<file path="src/hdl/fcrt_pkg.sv">
`default_nettype none
package fcrt_pkg;

  localparam int unsigned SnapBytesDefault = 4;
  localparam int unsigned MaxSnapBytes     = 4;
  localparam int unsigned CfgDataWidth     = 40;
  localparam int unsigned CfgIndexWidth    = 3;
  localparam int unsigned TicksPerSecond   = 10;

  localparam logic [7:0] SensorErrorByte = 8'h80;

  // register reset values
  localparam logic [11:0] HeatingMinReset    = 12'd290;
  localparam logic [11:0] CoolingMaxReset    = 12'd250;
  localparam logic [11:0] HeatAutoMinReset   = 12'd160;
  localparam logic [10:0] HysteresisReset    = 11'd10;
  localparam logic [15:0] OffDelayReset      = 16'd300;
  localparam logic [19:0] ModeFieldsReset    = 20'd28701;
  localparam logic [39:0] ModeCodesReset     = 40'd21542076676;

  typedef enum logic [1:0] {
    OP_FAN       = 2'd0,
    OP_COOL      = 2'd1,
    OP_HEAT_AUTO = 2'd2,
    OP_HEAT      = 2'd3
  } mode_e;

  typedef enum logic [1:0] {
    KIND_TICK   = 2'd0,
    KIND_SNAP   = 2'd1,
    KIND_SAMPLE = 2'd2,
    KIND_UNUSED = 2'd3
  } kind_e;

  typedef enum logic [CfgIndexWidth-1:0] {
    CFG_HEATING_MIN   = 3'd0,
    CFG_COOLING_MAX   = 3'd1,
    CFG_HEAT_AUTO_MIN = 3'd2,
    CFG_HYSTERESIS    = 3'd3,
    CFG_OFF_DELAY     = 3'd4,
    CFG_MODE_FIELDS   = 3'd5,
    CFG_MODE_CODES    = 3'd6,
    CFG_NONE          = 3'd7
  } cfg_index_e;

endpackage
`default_nettype wire

</file>
<file path="src/hdl/fcrt_in_if.sv">
`default_nettype none
interface fcrt_in_if;
  logic               valid;
  logic               ready;
  logic [1:0]         kind;
  logic [7:0]         snap_byte0;
  logic [7:0]         snap_byte1;
  logic [7:0]         snap_byte2;
  logic [7:0]         snap_byte3;
  logic signed [15:0] sample;

  modport source (
    output valid, kind, snap_byte0, snap_byte1, snap_byte2, snap_byte3, sample,
    input  ready
  );
  modport sink (
    input  valid, kind, snap_byte0, snap_byte1, snap_byte2, snap_byte3, sample,
    output ready
  );
endinterface
`default_nettype wire

</file>
<file path="src/hdl/fcrt_out_if.sv">
`default_nettype none
interface fcrt_out_if;
  logic        valid;
  logic        ready;
  logic        relay_drive;
  logic [1:0]  mode_now;
  logic        sample_seen;
  logic        sensor_fault;
  logic [15:0] delay_left;

  modport source (
    output valid, relay_drive, mode_now, sample_seen, sensor_fault, delay_left,
    input  ready
  );
  modport sink (
    input  valid, relay_drive, mode_now, sample_seen, sensor_fault, delay_left,
    output ready
  );
endinterface
`default_nettype wire

</file>
<file path="src/hdl/fan_coil_relay_thermostat.sv">
// Fan-coil relay thermostat: bang-bang relay control with hysteresis and a
// minimum on time.
// in_ch carries one transaction per item: a 0.1 s tick, a mode snapshot of up
// to four bytes, or a pipe temperature sample. out_ch returns exactly one
// transaction per input: relay drive, decoded mode, stored-sample flag, sensor
// fault flag for this item and the seconds left of the off-delay.
// The result is loaded into the output register at the accepting edge.
// Throughput is one item per cycle while out_ch is not stalled; the state
// update and relay decision are a single pass of compares and a 17-bit
// threshold add and subtract.
// If out_ch stalls, the result holds and in_ch.ready stays low until the held
// result is taken; a new item can enter in the cycle the old result leaves.
// Reset puts the block in fan mode with the relay off, no sample stored and the
// off-delay cleared; registers take their documented defaults. Configuration is
// a plain write port (cfg_we_i, cfg_index_i, cfg_data_i), written by the user
// only while the block is idle (not enforced); unknown indexes are ignored.
`default_nettype none
module fan_coil_relay_thermostat #(
  parameter int unsigned SNAP_BYTES = fcrt_pkg::SnapBytesDefault
) (
  input  wire logic                               clk_i,
  input  wire logic                               rst_ni,
  fcrt_in_if.sink                                 in_ch,
  fcrt_out_if.source                              out_ch,
  input  wire logic                               cfg_we_i,
  input  wire logic [fcrt_pkg::CfgIndexWidth-1:0] cfg_index_i,
  input  wire logic [fcrt_pkg::CfgDataWidth-1:0]  cfg_data_i
);

  // configuration registers
  logic [11:0] heating_min_q;
  logic [11:0] cooling_max_q;
  logic [11:0] heat_auto_min_q;
  logic [10:0] hysteresis_q;
  logic [15:0] off_delay_q;
  logic [19:0] mode_fields_q;
  logic [39:0] mode_codes_q;

  always_ff @(posedge clk_i or negedge rst_ni) begin
    if (!rst_ni) begin
      heating_min_q   <= fcrt_pkg::HeatingMinReset;
      cooling_max_q   <= fcrt_pkg::CoolingMaxReset;
      heat_auto_min_q <= fcrt_pkg::HeatAutoMinReset;
      hysteresis_q    <= fcrt_pkg::HysteresisReset;
      off_delay_q     <= fcrt_pkg::OffDelayReset;
      mode_fields_q   <= fcrt_pkg::ModeFieldsReset;
      mode_codes_q    <= fcrt_pkg::ModeCodesReset;
    end else if (cfg_we_i) begin
      unique case (fcrt_pkg::cfg_index_e'(cfg_index_i))
        fcrt_pkg::CFG_HEATING_MIN:   heating_min_q   <= cfg_data_i[11:0];
        fcrt_pkg::CFG_COOLING_MAX:   cooling_max_q   <= cfg_data_i[11:0];
        fcrt_pkg::CFG_HEAT_AUTO_MIN: heat_auto_min_q <= cfg_data_i[11:0];
        fcrt_pkg::CFG_HYSTERESIS:    hysteresis_q    <= cfg_data_i[10:0];
        fcrt_pkg::CFG_OFF_DELAY:     off_delay_q     <= cfg_data_i[15:0];
        fcrt_pkg::CFG_MODE_FIELDS:   mode_fields_q   <= cfg_data_i[19:0];
        fcrt_pkg::CFG_MODE_CODES:    mode_codes_q    <= cfg_data_i[39:0];
        default: ;
      endcase
    end
  end

  // controller state
  logic [3:0]           tenth_q;
  logic [15:0]          delay_q;
  fcrt_pkg::mode_e      mode_q;
  logic signed [15:0]   temp_q;
  logic                 stored_q;
  logic                 relay_q;

  // output register
  logic                 out_valid_q;
  logic                 out_relay_q;
  fcrt_pkg::mode_e      out_mode_q;
  logic                 out_seen_q;
  logic                 out_fault_q;
  logic [15:0]          out_delay_q;

  logic accept;
  assign in_ch.ready = !out_valid_q || out_ch.ready;
  assign accept      = in_ch.valid && in_ch.ready;

  // snapshot decode
  logic [fcrt_pkg::MaxSnapBytes-1:0][7:0] snap;
  logic [1:0] idx1, idx2;
  logic [7:0] byte1, byte2, m1, m2;
  fcrt_pkg::mode_e mode_dec;

  assign snap = {in_ch.snap_byte3, in_ch.snap_byte2, in_ch.snap_byte1, in_ch.snap_byte0};
  assign idx1 = mode_fields_q[1:0];
  assign idx2 = mode_fields_q[11:10];

  always_comb begin
    byte1 = (32'(idx1) < SNAP_BYTES) ? snap[idx1] : 8'd0;
    byte2 = (32'(idx2) < SNAP_BYTES) ? snap[idx2] : 8'd0;
    m1    = byte1 & mode_fields_q[9:2];
    m2    = byte2 & mode_fields_q[19:12];
    if (m1 == mode_codes_q[31:24] && m2 == mode_codes_q[39:32]) begin
      mode_dec = fcrt_pkg::OP_HEAT_AUTO;
    end else if (m1 == mode_codes_q[7:0]) begin
      mode_dec = fcrt_pkg::OP_HEAT;
    end else if (m1 == mode_codes_q[15:8] || m1 == mode_codes_q[23:16]) begin
      mode_dec = fcrt_pkg::OP_COOL;
    end else begin
      mode_dec = fcrt_pkg::OP_FAN;
    end
  end

  // item update followed by relay decision
  logic [3:0]         tenth_inc;
  logic [3:0]         tenth_d;
  logic [15:0]        delay_mid, delay_d;
  fcrt_pkg::mode_e    mode_d;
  logic signed [15:0] temp_d;
  logic               stored_d;
  logic               relay_d;
  logic               fault_d;
  logic signed [16:0] t_ext, th_ext, h_ext, th_cool_on, th_heat_on;
  logic               on_cond, off_cond;

  assign tenth_inc = tenth_q + 4'd1;

  always_comb begin
    tenth_d   = tenth_q;
    delay_mid = delay_q;
    mode_d    = mode_q;
    temp_d    = temp_q;
    stored_d  = stored_q;
    fault_d   = 1'b0;
    case (fcrt_pkg::kind_e'(in_ch.kind))
      fcrt_pkg::KIND_TICK: begin
        tenth_d = tenth_inc;
        if (32'(tenth_inc) >= fcrt_pkg::TicksPerSecond) begin
          tenth_d = 4'd0;
          if (delay_q != 16'd0) delay_mid = delay_q - 16'd1;
        end
      end
      fcrt_pkg::KIND_SNAP: begin
        if (mode_dec != mode_q) begin
          delay_mid = 16'd0;
          mode_d    = mode_dec;
        end
      end
      fcrt_pkg::KIND_SAMPLE: begin
        if (in_ch.sample[15:8] == fcrt_pkg::SensorErrorByte) begin
          fault_d = 1'b1;
        end else begin
          temp_d   = in_ch.sample;
          stored_d = 1'b1;
        end
      end
      default: ;
    endcase
  end

  always_comb begin
    t_ext      = 17'(temp_d);
    h_ext      = 17'(signed'({1'b0, hysteresis_q}));
    th_ext     = (mode_d == fcrt_pkg::OP_COOL) ? 17'(signed'(cooling_max_q))
               : (mode_d == fcrt_pkg::OP_HEAT) ? 17'(signed'(heating_min_q))
               : 17'(signed'(heat_auto_min_q));
    th_cool_on = th_ext - h_ext;
    th_heat_on = th_ext + h_ext;
    if (mode_d == fcrt_pkg::OP_COOL) begin
      on_cond  = t_ext <= th_cool_on;
      off_cond = t_ext > th_ext;
    end else begin
      on_cond  = t_ext >= th_heat_on;
      off_cond = t_ext < th_ext;
    end

    relay_d = relay_q;
    delay_d = delay_mid;
    if (mode_d == fcrt_pkg::OP_FAN) begin
      relay_d = 1'b1;
    end else if (stored_d) begin
      if (on_cond) begin
        // turning on loads the minimum on time
        if (!relay_q) delay_d = off_delay_q;
        relay_d = 1'b1;
      end else if (off_cond && delay_mid == 16'd0) begin
        relay_d = 1'b0;
      end
    end
  end

  always_ff @(posedge clk_i or negedge rst_ni) begin
    if (!rst_ni) begin
      tenth_q     <= 4'd0;
      delay_q     <= 16'd0;
      mode_q      <= fcrt_pkg::OP_FAN;
      temp_q      <= 16'sd0;
      stored_q    <= 1'b0;
      relay_q     <= 1'b0;
      out_valid_q <= 1'b0;
    end else begin
      if (accept) begin
        tenth_q  <= tenth_d;
        delay_q  <= delay_d;
        mode_q   <= mode_d;
        temp_q   <= temp_d;
        stored_q <= stored_d;
        relay_q  <= relay_d;
      end
      if (accept) begin
        out_valid_q <= 1'b1;
      end else if (out_ch.ready) begin
        out_valid_q <= 1'b0;
      end
    end
  end

  always_ff @(posedge clk_i) begin
    if (accept) begin
      out_relay_q <= relay_d;
      out_mode_q  <= mode_d;
      out_seen_q  <= stored_d;
      out_fault_q <= fault_d;
      out_delay_q <= delay_d;
    end
  end

  assign out_ch.valid        = out_valid_q;
  assign out_ch.relay_drive  = out_relay_q;
  assign out_ch.mode_now     = out_mode_q;
  assign out_ch.sample_seen  = out_seen_q;
  assign out_ch.sensor_fault = out_fault_q;
  assign out_ch.delay_left   = out_delay_q;

endmodule
`default_nettype wire

</file>
<file path="src/flat_wrapper.sv">
// flat-port wrapper written by rule: the top's interface ports become plain ports
module fan_coil_relay_thermostat_flat 
#(
  parameter int unsigned SNAP_BYTES = fcrt_pkg::SnapBytesDefault
)
  (clk_i, rst_ni, cfg_we_i, cfg_index_i, cfg_data_i, in_ch_valid, in_ch_kind, in_ch_snap_byte0, in_ch_snap_byte1, in_ch_snap_byte2, in_ch_snap_byte3, in_ch_sample, in_ch_ready, out_ch_valid, out_ch_relay_drive, out_ch_mode_now, out_ch_sample_seen, out_ch_sensor_fault, out_ch_delay_left, out_ch_ready);
  fcrt_in_if in_ch_i ();
  fcrt_out_if out_ch_i ();
  input  wire logic clk_i;
  input  wire logic rst_ni;
  input  wire logic cfg_we_i;
  input  wire logic [fcrt_pkg::CfgIndexWidth-1:0] cfg_index_i;
  input  wire logic [fcrt_pkg::CfgDataWidth-1:0] cfg_data_i;
  input wire logic [$bits(in_ch_i.valid)-1:0] in_ch_valid;
  input wire logic [$bits(in_ch_i.kind)-1:0] in_ch_kind;
  input wire logic [$bits(in_ch_i.snap_byte0)-1:0] in_ch_snap_byte0;
  input wire logic [$bits(in_ch_i.snap_byte1)-1:0] in_ch_snap_byte1;
  input wire logic [$bits(in_ch_i.snap_byte2)-1:0] in_ch_snap_byte2;
  input wire logic [$bits(in_ch_i.snap_byte3)-1:0] in_ch_snap_byte3;
  input wire logic [$bits(in_ch_i.sample)-1:0] in_ch_sample;
  output wire logic [$bits(in_ch_i.ready)-1:0] in_ch_ready;
  output wire logic [$bits(out_ch_i.valid)-1:0] out_ch_valid;
  output wire logic [$bits(out_ch_i.relay_drive)-1:0] out_ch_relay_drive;
  output wire logic [$bits(out_ch_i.mode_now)-1:0] out_ch_mode_now;
  output wire logic [$bits(out_ch_i.sample_seen)-1:0] out_ch_sample_seen;
  output wire logic [$bits(out_ch_i.sensor_fault)-1:0] out_ch_sensor_fault;
  output wire logic [$bits(out_ch_i.delay_left)-1:0] out_ch_delay_left;
  input wire logic [$bits(out_ch_i.ready)-1:0] out_ch_ready;
  assign in_ch_i.valid = in_ch_valid;
  assign in_ch_i.kind = in_ch_kind;
  assign in_ch_i.snap_byte0 = in_ch_snap_byte0;
  assign in_ch_i.snap_byte1 = in_ch_snap_byte1;
  assign in_ch_i.snap_byte2 = in_ch_snap_byte2;
  assign in_ch_i.snap_byte3 = in_ch_snap_byte3;
  assign in_ch_i.sample = in_ch_sample;
  assign in_ch_ready = in_ch_i.ready;
  assign out_ch_valid = out_ch_i.valid;
  assign out_ch_relay_drive = out_ch_i.relay_drive;
  assign out_ch_mode_now = out_ch_i.mode_now;
  assign out_ch_sample_seen = out_ch_i.sample_seen;
  assign out_ch_sensor_fault = out_ch_i.sensor_fault;
  assign out_ch_delay_left = out_ch_i.delay_left;
  assign out_ch_i.ready = out_ch_ready;
  fan_coil_relay_thermostat #(.SNAP_BYTES(SNAP_BYTES)) u_core (.clk_i(clk_i), .rst_ni(rst_ni), .in_ch(in_ch_i), .out_ch(out_ch_i), .cfg_we_i(cfg_we_i), .cfg_index_i(cfg_index_i), .cfg_data_i(cfg_data_i));
endmodule
</file>
<file path="config.mk">
export PLATFORM = sky130hd
export DESIGN_NAME = fan_coil_relay_thermostat_flat
export DESIGN_NICKNAME = d
export VERILOG_FILES = /design/src/hdl/fcrt_pkg.sv /design/src/hdl/fcrt_in_if.sv /design/src/hdl/fcrt_out_if.sv /design/src/hdl/fan_coil_relay_thermostat.sv /design/src/flat_wrapper.sv
export SDC_FILE = /design/constraint.sdc
export NUM_CORES = 1
export LEC_CHECK = 0
export ABC_AREA = 1
export ABC_CLOCK_PERIOD_IN_PS = 7900
export BUFFER_PORTS_ARGS = -buffer_cell sky130_fd_sc_hd__buf_2
export CAP_MARGIN = 5
export CORE_UTILIZATION = 55
export DETAILED_ROUTE_END_ITERATION = 6
export GPL_ROUTABILITY_DRIVEN = 1
export PLACE_DENSITY = 0.77
export SYNTH_ARGS = -nofsm -noshare
export SYNTH_HDL_FRONTEND = slang
export SYNTH_SLANG_ARGS = --single-unit
</file>
<file path="constraint.sdc">
create_clock -name clk_i -period 7.9 [get_ports clk_i]
set_input_delay 1.185 -clock clk_i [delete_from_list [all_inputs] [get_ports clk_i]]
set_output_delay 1.185 -clock clk_i [all_outputs]
set_load 0.1 [all_outputs]
</file>
# Word level (Yosys, flattened, before mapping)
# Cells that the tools add are included.
[totals]
regBits = 185
inputBits = 98
output_inout_bits = 23
elab_cells = 102
[op_classes]
addsub = 4
n_lt_le_gt_ge = 7
eq_ne = 17
n_mux = 33
bitwise_logic = 2
reduce_logical = 20
[op_table]
columns = ["operator", "n"]
rows = [
  ["$mux W16", 9],
  ["$eq A8 B8 Y1", 5],
  ["$mux W17", 2],
  ["$bmux W8 S2", 2],
  ["$pmux W16 S2", 1],
  ["$add A17 B12 Y17", 1],
  ["$ge A16 B17 Y1", 1],
  ["$gt A16 B17 Y1", 1],
  ["$le A16 B17 Y1", 1],
  ["$lt A16 B17 Y1", 1],
  ["$sub A17 B12 Y17", 1],
  ["$and A8 B8 Y8", 2],
  ["$logic_not A16 Y1", 1],
  ["$mux W8", 2],
  ["$reduce_and A2 Y1", 8],
  ["$reduce_bool A16 Y1", 1],
  ["$sub A16 B1 Y16 const B", 1],
  ["$mux W1", 12],
  ["$eq A3 B3 Y1 const B", 3],
  ["$eq A8 B8 Y1 const B", 1],
  ["$mux W2", 4],
  ["$eq A3 B2 Y1 const B", 2],
  ["$lt A2 B3 Y1 const B", 2],
  ["$add A4 B1 Y4 const B", 1],
  ["other kinds (12)", 18],
]

# Depth between registers and ports, before layout
# Gate-level depths: netlist (run 1).
[depth]
depth_word = 21
depth_mapped = 54
mapped_depth_nobuf = 51

# Worst setup path before layout (run 1)
# OpenSTA, ideal clock, no wires.
[synth_path]
path_type = "input -> register"
start = "in in_ch_kind[1]"
end = "reg u_core.out_delay_q[10] (netlist: u_core.out_ch.delay_left[10]), data pin"
setup_ns = 0.255
t_arrival_ns = 6.580
t_required_ns = 7.645
setup_slack_ns = 1.065
stages = 34
path_buffers = 3
cell_sequence = "buf_2 -> nor2_1 -> clkinv_1 -> nand2_1 -> nand2_4 -> inv_2 -> nor2_1 -> inv_2 -> clkbuf_1 -> nor2_1 -> nor3_1 -> ha_1 -> inv_1 -> o31ai_1 -> a21oi_1 -> o21ai_0 -> a21oi_1 -> o21bai_1 -> a21oi_1 -> o21ai_0 -> a21oi_1 -> o21ai_0 -> xor2_1 -> ha_1 -> nand4_1 -> a21oi_1 -> o21ai_0 -> nand2_1 -> o21ai_0 -> mux2i_2 -> nor3_4 -> buf_4 -> nand2_2 -> and2_1"
[synth_via]
elab_chain_cells = 11
elab_cells_between_ends = 21
cone_classes = "add/sub: 2; order compare: 2; eq/ne: 4; mux: 11; reduce/logical: 2"
[synth_rtl]
columns = ["item", "line_no", "text"]
rows = [
  ["from (decl)", "flat_wrapper.sv:15", "input wire logic [$bits(in_ch_i.kind)-1:0] in_ch_kind;"],
  ["$eq A2 B1 Y1", "fan_coil_relay_thermostat.sv:129", "case (fcrt_pkg::kind_e'(in_ch.kind))"],
  ["$mux W2", "fan_coil_relay_thermostat.sv:129", ""],
  ["$eq A2 B2 Y1", "fan_coil_relay_thermostat.sv:159", ": (mode_d == fcrt_pkg::OP_HEAT) ? 17'(signed'(heating_min_q))"],
  ["$mux W17", "fan_coil_relay_thermostat.sv:159", ""],
  ["$mux W17", "fan_coil_relay_thermostat.sv:158", "th_ext = (mode_d == fcrt_pkg::OP_COOL) ? 17'(signed'(cooling_max_q))"],
  ["$add A17 B12 Y17 / $sub A17 B12 Y17 (equally long branches)", "fan_coil_relay_thermostat.sv:162, fan_coil_relay_thermostat.sv:161", ""],
  ["$ge A16 B17 Y1 / $le A16 B17 Y1 (equally long branches)", "fan_coil_relay_thermostat.sv:167, fan_coil_relay_thermostat.sv:164", ""],
  ["$mux W1", "fan_coil_relay_thermostat.sv:163", "if (mode_d == fcrt_pkg::OP_COOL) begin"],
  ["$mux W16", "fan_coil_relay_thermostat.sv:176", "if (on_cond) begin"],
  ["$mux W16", "fan_coil_relay_thermostat.sv:175", "end else if (stored_d) begin"],
  ["$mux W16 *", "fan_coil_relay_thermostat.sv:173", "if (mode_d == fcrt_pkg::OP_FAN) begin"],
  ["named net u_core.delay_d[10]", "fan_coil_relay_thermostat.sv:111", "logic [15:0] delay_mid, delay_d;"],
  ["to (signal assigned)", "fan_coil_relay_thermostat.sv:218", "out_delay_q <= delay_d;"],
  ["to (decl)", "fan_coil_relay_thermostat.sv:76", "logic [15:0] out_delay_q;"],
]
# The timed path passes the listed nets; every way through them passes the cells marked *.
# A chain may end at the register's enable or synchronous reset.

# Worst setup path in the final report (run 1)
[layout_path]
start = "reg u_core.mode_fields_q[0]"
end = "reg u_core.out_delay_q[1] (netlist: u_core.out_ch.delay_left[1]), data pin"
[layout_via]
elab_chain_cells = 20
elab_cells_between_ends = 31
cone_classes = "add/sub: 2; order compare: 2; eq/ne: 7; mux: 16; bitwise: 1; reduce/logical: 3"
[layout_rtl]
columns = ["item", "line_no", "text"]
rows = [
  ["from (decl)", "fan_coil_relay_thermostat.sv:36", "logic [19:0] mode_fields_q;"],
  ["from (signal assigned)", "fan_coil_relay_thermostat.sv:46", "mode_fields_q <= fcrt_pkg::ModeFieldsReset;"],
  ["from (signal assigned)", "fan_coil_relay_thermostat.sv:55", "fcrt_pkg::CFG_MODE_FIELDS: mode_fields_q <= cfg_data_i[19:0];"],
  ["$bmux W8 S2 *", "fan_coil_relay_thermostat.sv:93", "byte1 = (32'(idx1) < SNAP_BYTES) ? snap[idx1] : 8'd0;"],
  ["$mux W8 (implied by the code) *", "fan_coil_relay_thermostat.sv:93", ""],
  ["$and A8 B8 Y8 *", "fan_coil_relay_thermostat.sv:95", "m1 = byte1 & mode_fields_q[9:2];"],
  ["$eq A8 B8 Y1", "fan_coil_relay_thermostat.sv:101", "end else if (m1 == mode_codes_q[15:8] || m1 == mode_codes_q[23:16]) begin"],
  ["$logic_or A1 B1 Y1", "fan_coil_relay_thermostat.sv:101", ""],
  ["$mux W1", "fan_coil_relay_thermostat.sv:101", ""],
  ["$mux W2", "fan_coil_relay_thermostat.sv:99", "end else if (m1 == mode_codes_q[7:0]) begin"],
  ["$mux W2 *", "fan_coil_relay_thermostat.sv:97", "if (m1 == mode_codes_q[31:24] && m2 == mode_codes_q[39:32]) begin"],
  ["[... 5 more ...]", "--", ""],
  ["$mux W17", "fan_coil_relay_thermostat.sv:158", ""],
  ["$add A17 B12 Y17 / $sub A17 B12 Y17 (equally long branches)", "fan_coil_relay_thermostat.sv:162, fan_coil_relay_thermostat.sv:161", ""],
  ["$ge A16 B17 Y1 / $le A16 B17 Y1 (equally long branches)", "fan_coil_relay_thermostat.sv:167, fan_coil_relay_thermostat.sv:164", ""],
  ["$mux W1", "fan_coil_relay_thermostat.sv:163", ""],
  ["$mux W16", "fan_coil_relay_thermostat.sv:176", ""],
  ["$mux W16", "fan_coil_relay_thermostat.sv:175", ""],
  ["$mux W16 *", "fan_coil_relay_thermostat.sv:173", ""],
  ["named net u_core.delay_d[1]", "fan_coil_relay_thermostat.sv:111", ""],
]
# The timed path passes the listed nets; every way through them passes the cells marked *. The select of a mux whose other input is x is not followed.

==> metrics.txt, run 1 <==
Seq cells post-synth=185; number of diodes=0; PD cells=320 nW/um^2; wire length per cell=14.8 um; number of synthesized flops with an enable pin=21; Worst-Margin Slew=928 ps; ratio of cells with drive above 1 in the final layout=14.9%; switching portion of total power=45.5%; Clock power frac=19.3%; Setup crit start kind=flip-flop; Synth Net Count=1819; CP arrival=7350 ps; CTS max path bufs=2; Die Height=151 um; Synth Area in Adders=8.27%; f_max=0.140 GHz; WP data required=8100 ps; mapped cell area=12100 um^2; total overflow reported by the global router=0; commonest non-fill, non-tap cell in the layout=nand2_1; Worst slew margin=38.0%; setup ws final=748 ps; simple-gate area share of the yosys netlist=29.2%; drt initial violations=859; largest family of logic cells by synthesized area=simple AND/OR/NAND/NOR gates; post-synthesis compound-gate area fraction=10.6%; cts hold-fix bufs=0; Final Skew=13.4 ps; Post-Place Worst Slack=209 ps; Cell Int Power=0.00236 W; TritonCTS clock tree=yes; WS Path Type=flip-flop to flip-flop; Clock Pin Slew Worst Setup and Hold Paths=70 ps; die area=22700 um^2; largest fanout on the critical path=19; min cycle time layout=7150 ps; nets=1920; CP max stage delay=750 ps; max-slew violation count=0; Via Count=10900; Worst path slowest cell=dfstp_4; Sink Count=185; CTS buffer count=17; Post-Synthesis Mean Instance Area=7.39 um^2; Syn-to-layout area delta=11.4%; final hold slack=473 ps; status=complete, but fails checks; Finish-stage setup viols=0; DRC=1; Psw=0.00197 W; Ports=121; post-detail-place hpwl=22.1 mm; H-tree Lvls=4; most frequent cells in the layout=460 x nand2_1, 221 x inv_1, 156 x o21ai_0; Final Hold Viols=0; worst vdd ir=0.173 mV; largest net degree at the start of global routing=92; failing checks=DRC; Post-CTS Setup Bufs=0; RSZ-0062 raised after global routing=no; via count of the first global-routing pass=10200; initial antenna violation count=0; Total GRT Usage=27.8%; Synth async-reset ratio=88.6%; Skew-Pair Late Insertion Delay=450 ps; Via density=5.36; PortBufs=120; first-pass GRT wire length=49.1 mm; Core Rows=53; sequential area share after synthesis=39.3%; sequential share of power=32.4%; Post-DRT Antenna Nets=0; CP endpoint kind=flip-flop; Pre-antenna DRT Iters=7; YS warnings=0; post-CTS sizing=0; worst min path class=flip-flop to flip-flop; CP most frequent cell=nand2_1; gpl congestion=0.921; Combinational Power Share=48.3%; synth unique cells=47; Synth Area in XOR/XNOR=2.17%; P_leak=7.15 nW; drt total wl=30.0 mm; Tcrit/Tclk final=90.5%; total of max-cap violations=0; Fin Setup TNS=0 ps; top_reg_cell synth=dfrtp_1; mux contribution to synthesized area=1.40%; Root Driver=clkbuf_16; Core Footprint=21400 um^2; Die X=151 um; Syn Inst Count=1642; initial core utilization=56.8%
cell families (layout without fill, tap and decap cells):
logic type | count (synthesis) | after routing
adder cells (fa/ha/maj) | 79 | 79
XOR/XNOR | 30 | 30
multiplexers | 15 | 15
AO/OA/AOI/OAI | 241 | 241
buffers and inverters | 279 | 393
flip-flops | 185 | 185
AND/OR/NAND/NOR | 813 | 813
power groups by stage:
stage / clock network, W / logic (W) / registers, W
floorplan: 0 / 0.00143 / 0.00156
global placement: 0 / 0.00200 / 0.00140
detailed placement: 0 / 0.00206 / 0.00141
CTS: 0.000846 / 0.00208 / 0.00140
global route: 0.000883 / 0.00236 / 0.00143
finish: 0.000836 / 0.00209 / 0.00140
cells in the mapped netlist (24+ instances only):
cell type,count,area (um^2)
a21oi_1,51,255
clkbuf_1,31,116
dfrtp_1,134,3350
dfstp_2,30,788
ha_1,77,963
inv_1,221,830
nand2_1,461,1730
nand2_2,24,150
nand3_1,98,490
nor2_1,128,480
nor3_1,25,125
o21ai_0,156,781
xor2_1,24,210
through the flow:
stage | std cells | cell area (um^2) | total power, W | util (%)
finish | 2031 | 13500 | 0.00433 | 63.3
global route | 2031 | 13500 | 0.00468 | 63.3
CTS | 2031 | 13500 | 0.00432 | 63.2
detailed placement | 1999 | 12900 | 0.00347 | 60.6
global placement | 1999 | 12900 | 0.00340 | 60.6
floorplan | 1642 | 12100 | 0.00299 | -
registers in the layout (all words and copies together) (netlist names):
signal	flops
u_core.mode_codes_q	40
u_core.mode_fields_q	20
u_core.delay_q	16
u_core.off_delay_q	16
u_core.out_ch.delay_left	16
u_core.temp_q	16
u_core.cooling_max_q	12
u_core.heat_auto_min_q	12
u_core.heating_min_q	12
u_core.hysteresis_q	11
u_core.tenth_q	4
u_core.mode_q	2
u_core.out_ch.mode_now	2
u_core.out_ch.relay_drive	1
u_core.out_ch.sample_seen	1
u_core.out_ch.sensor_fault	1
u_core.out_ch.valid	1
u_core.relay_q	1
u_core.stored_q	1
worst max-delay path, delay by kind of cell (launching register included):
kind | cells | cell delay, ps
DFF | 1 | 750
AOI/OAI and AO/OA | 10 | 1700
and+or+nand+nor | 25 | 2830
adders and majority gates | 3 | 930
muxes | 1 | 140
buffers and inverters | 5 | 570
area by class of cell:
cell class | instances | area, um^2
sequential | 185 | 4780
timing repair buffer | 130 | 686
fill | 1889 | 7830
inverter | 231 | 872
clock inverter | 14 | 129
tap | 275 | 344
multi-input combinational | 1178 | 6280
clock buffer | 18 | 439
metal layers:
metal	share of wire (%)	vias up	GRT usage, %
met1	46	5063	37.8
li1	-	5452	-
met4	2.1	0	10.2
met5	0	-	0
met3	4.8	37	3.30
met2	47	333	45.4
final timing paths:
kind / from / endpoint / slack, ps / cells past startpoint
setup / recovery: u_core.mode_fields_q[0] / u_core.out_ch.delay_left[1] / 750 / 44
min in group asynchronous: rst_ni / u_core.temp_q[1] / 810 / 1
max in group asynchronous: rst_ni / u_core.mode_codes_q[24] / 5600 / 2
setup reg to reg: u_core.mode_fields_q[0] / u_core.out_ch.delay_left[1] / 750 / 44
hold / removal: u_core.stored_q / u_core.stored_q / 470 / 1
hold reg to reg: u_core.stored_q / u_core.stored_q / 470 / 1
Note: power is estimated with default switching activity, not from simulation.
==> run 2: changes to the inputs <==
- GPL_TIMING_DRIVEN: default -> 0
==> metrics.txt, run 2 (synthesis results as in run 1) <==
status=complete, no violations; met1 GRT Util=38.1% (+0.27 points); Placed Cells=2037 (+1.9%); Final Skew=17.7 ps (+4.32 ps); total of max-cap violations=0 (unchanged); most frequent cells in the layout=460 x nand2_1, 221 x inv_1, 152 x o21ai_0; Via Count=11200 (+2.9%); worst vdd ir=0.152 mV (-12%); CTS max path bufs=2 (unchanged); reg2reg end=u_core.out_ch.delay_left[14]; Sink Count=185 (unchanged); CP arrival=7550 ps (+200 ps); DRC=0 (-1); initial core utilization=56.8% (unchanged); Pre-antenna DRT Iters=5 (-2); placed instance area=13100 um^2 (+1.4%); largest registers=u_core.mode_codes_q (40), u_core.mode_fields_q (20); CP most frequent cell=nand2_1; die area=22700 um^2 (unchanged); WP data required=8090 ps (about the same); initial antenna violation count=0 (unchanged); total overflow reported by the global router=0 (unchanged); Die Height=151 um (unchanged); Core Rows=53 (unchanged); GRT Max-Usage Layer=met2; min cycle time layout=7360 ps (+209 ps); CP endpoint kind=flip-flop; Final Hold Viols=0 (unchanged); Hold Path Depth=1 (unchanged); Post-DRT Antenna Nets=0 (unchanged); PD cells=316 nW/um^2 (-1.2%); HP Start=u_core.stored_q; ratio of cells with drive above 1 in the final layout=15.3% (+0.39 points); RSZ-0062 raised after global routing=no; met3 usage=3.70% (+0.39 points); gpl congestion=0.934 (+1.4%); Layout fillers=1906 (+0.90%); Tcrit/Tclk final=93.2% (+2.6 points); Worst path slowest cell=fa_1; design area=13700 um^2 (+1.6%); M2 GR Usage=48.7% (+3.3 points); Root Driver=clkbuf_16; Syn-to-layout area delta=13.2%; worst min path class=flip-flop to flip-flop; Via density=5.41 (+0.90%); first-pass GRT wire length=50.8 mm (+3.4%); Largest Register=u_core.mode_codes_q; wire length per cell=15.2 um (+2.7%); Core Footprint=21400 um^2 (unchanged); Finish-stage setup viols=0 (unchanged); Clock Pin Slew Worst Setup and Hold Paths=70 ps (about the same); CP max stage delay=410 ps (-340 ps); setup ws final=539 ps (-209 ps); Worst-Margin Slew=793 ps (-135 ps); Ports=121 (unchanged); cts hold-fix bufs=0 (unchanged); Worst slew margin=47.2% (+9.2 points); post-detail-place hpwl=23.5 mm (+6.2%); f_max=0.136 GHz (-2.8%); largest fanout on the critical path=12 (-7); r2r setup slk=660 ps (-90 ps); H-tree Lvls=4 (unchanged); Setup crit start kind=input pin; WS Path Type=input pin to flip-flop; Crit Reg-Reg Startpoint=u_core.mode_fields_q[0]; Util after Layout=64.3% (+1.0 points); nets=1960 (+2.1%); Die X=151 um (unchanged); largest net degree at the start of global routing=98 (+6.5%); Total GRT Usage=28.9% (+1.1 points); max reg flops=40 (unchanged); Hold Crit Endpoint=u_core.stored_q; drt total wl=31.4 mm (+4.8%); Post-Place Worst Slack=-740 ps (-949 ps); max-slew violation count=0 (unchanged); Post-Layout Cell Count=2071 (+2.0%); via count of the first global-routing pass=10300 (+1.5%); PortBufs=119 (-0.83%); CTS buffer count=17 (unchanged); number of diodes=0 (unchanged); TritonCTS clock tree=yes; worst r2r path cells=44 (unchanged); Skew-Pair Late Insertion Delay=440 ps (about the same); drt initial violations=865 (+0.70%); commonest non-fill, non-tap cell in the layout=nand2_1; P_leak=7.24 nW (+1.2%)
==> run 2: changes by cell type in the layout (fill, tap and decap cells not counted), moves of 2 or more <==
cell and delta:
buf_2 +8, nor3_1 -3, o21ai_1 +4, nor2_2 +2, buf_4 -4, clkbuf_1 +31
buf_1 +2, nor2_1 -2, nor3_4 +3, buf_6 +2, o21ai_0 -4
==> run 2: worst max-delay path, delay by kind of cell <==
| kind | cells | cell delay, ps |
|---|---|---|
| buf+inv | 5 | 590 |
| mux | 1 | 130 |
| simple gates | 25 | 3070 |
| compound gates | 10 | 1630 |
| fa+ha+maj | 3 | 930 |
==> run 2: worst max path at each step <==
stage          slack [ps]  cells past startpoint                      endpoint           startpoint
2_1_floorplan        1070                     34  u_core.out_ch.delay_left[10]        in_ch_kind[1]
3_3_place_gp         -700                     34  u_core.out_ch.delay_left[13]        in_ch_kind[1]
3_5_place_dp         -740                     34  u_core.out_ch.delay_left[14]        in_ch_kind[1]
4_1_cts                40                     43   u_core.out_ch.delay_left[6]  in_ch_snap_byte2[5]
5_1_grt                30                     44  u_core.out_ch.delay_left[13]  in_ch_snap_byte1[0]
6_report              540                     44  u_core.out_ch.delay_left[14]  in_ch_snap_byte1[0]
==> run 2: timing repair <==
action | 4_1_cts | 5_1_grt
pin swaps | 0 | 1
resized for setup | 4 | 13
endpoints found under the setup margin | 26 | 34
buffers inserted | 0 | 3
==> run 2: area by class of cell <==
cell class	instances	area (um^2)	share of cell area (%)
Buffer	47	225	1.64
Clock inverter	13	106	0.774
Tap cell	275	344	2.50
Inverter	231	872	6.35
Clock buffer	19	443	3.22
Timing Repair Buffer	123	656	4.77
Multi-Input combinational cell	1178	6320	46.0
Sequential cell	185	4770	34.7
==> run 2: report_power, final <==
group          total (W)  switching (W)  internal, W
Clock           0.000816       0.000395     0.000421
Combinational    0.00215        0.00140     0.000742
Sequential       0.00138       0.000164      0.00122
==> run 2: per-stage QoR <==
stage	power (W)	TNS (ps)	hold WS, ps
final	0.00435	0	475
after global routing	0.00469	0	499
after CTS	0.00431	0	475
after detailed placement	0.00348	-19100	455
after global placement	0.00341	-17840	452
after floorplan	0.00299	0	440
==> run 2: routing by layer <==
metal	routed length [um]	part of all wire, %	up-vias
li1	-	-	5556
met1	13900	44	5227
met2	15100	48	376
met3	1680	5.3	40
met4	657	2.1	0
met5	0	0	-
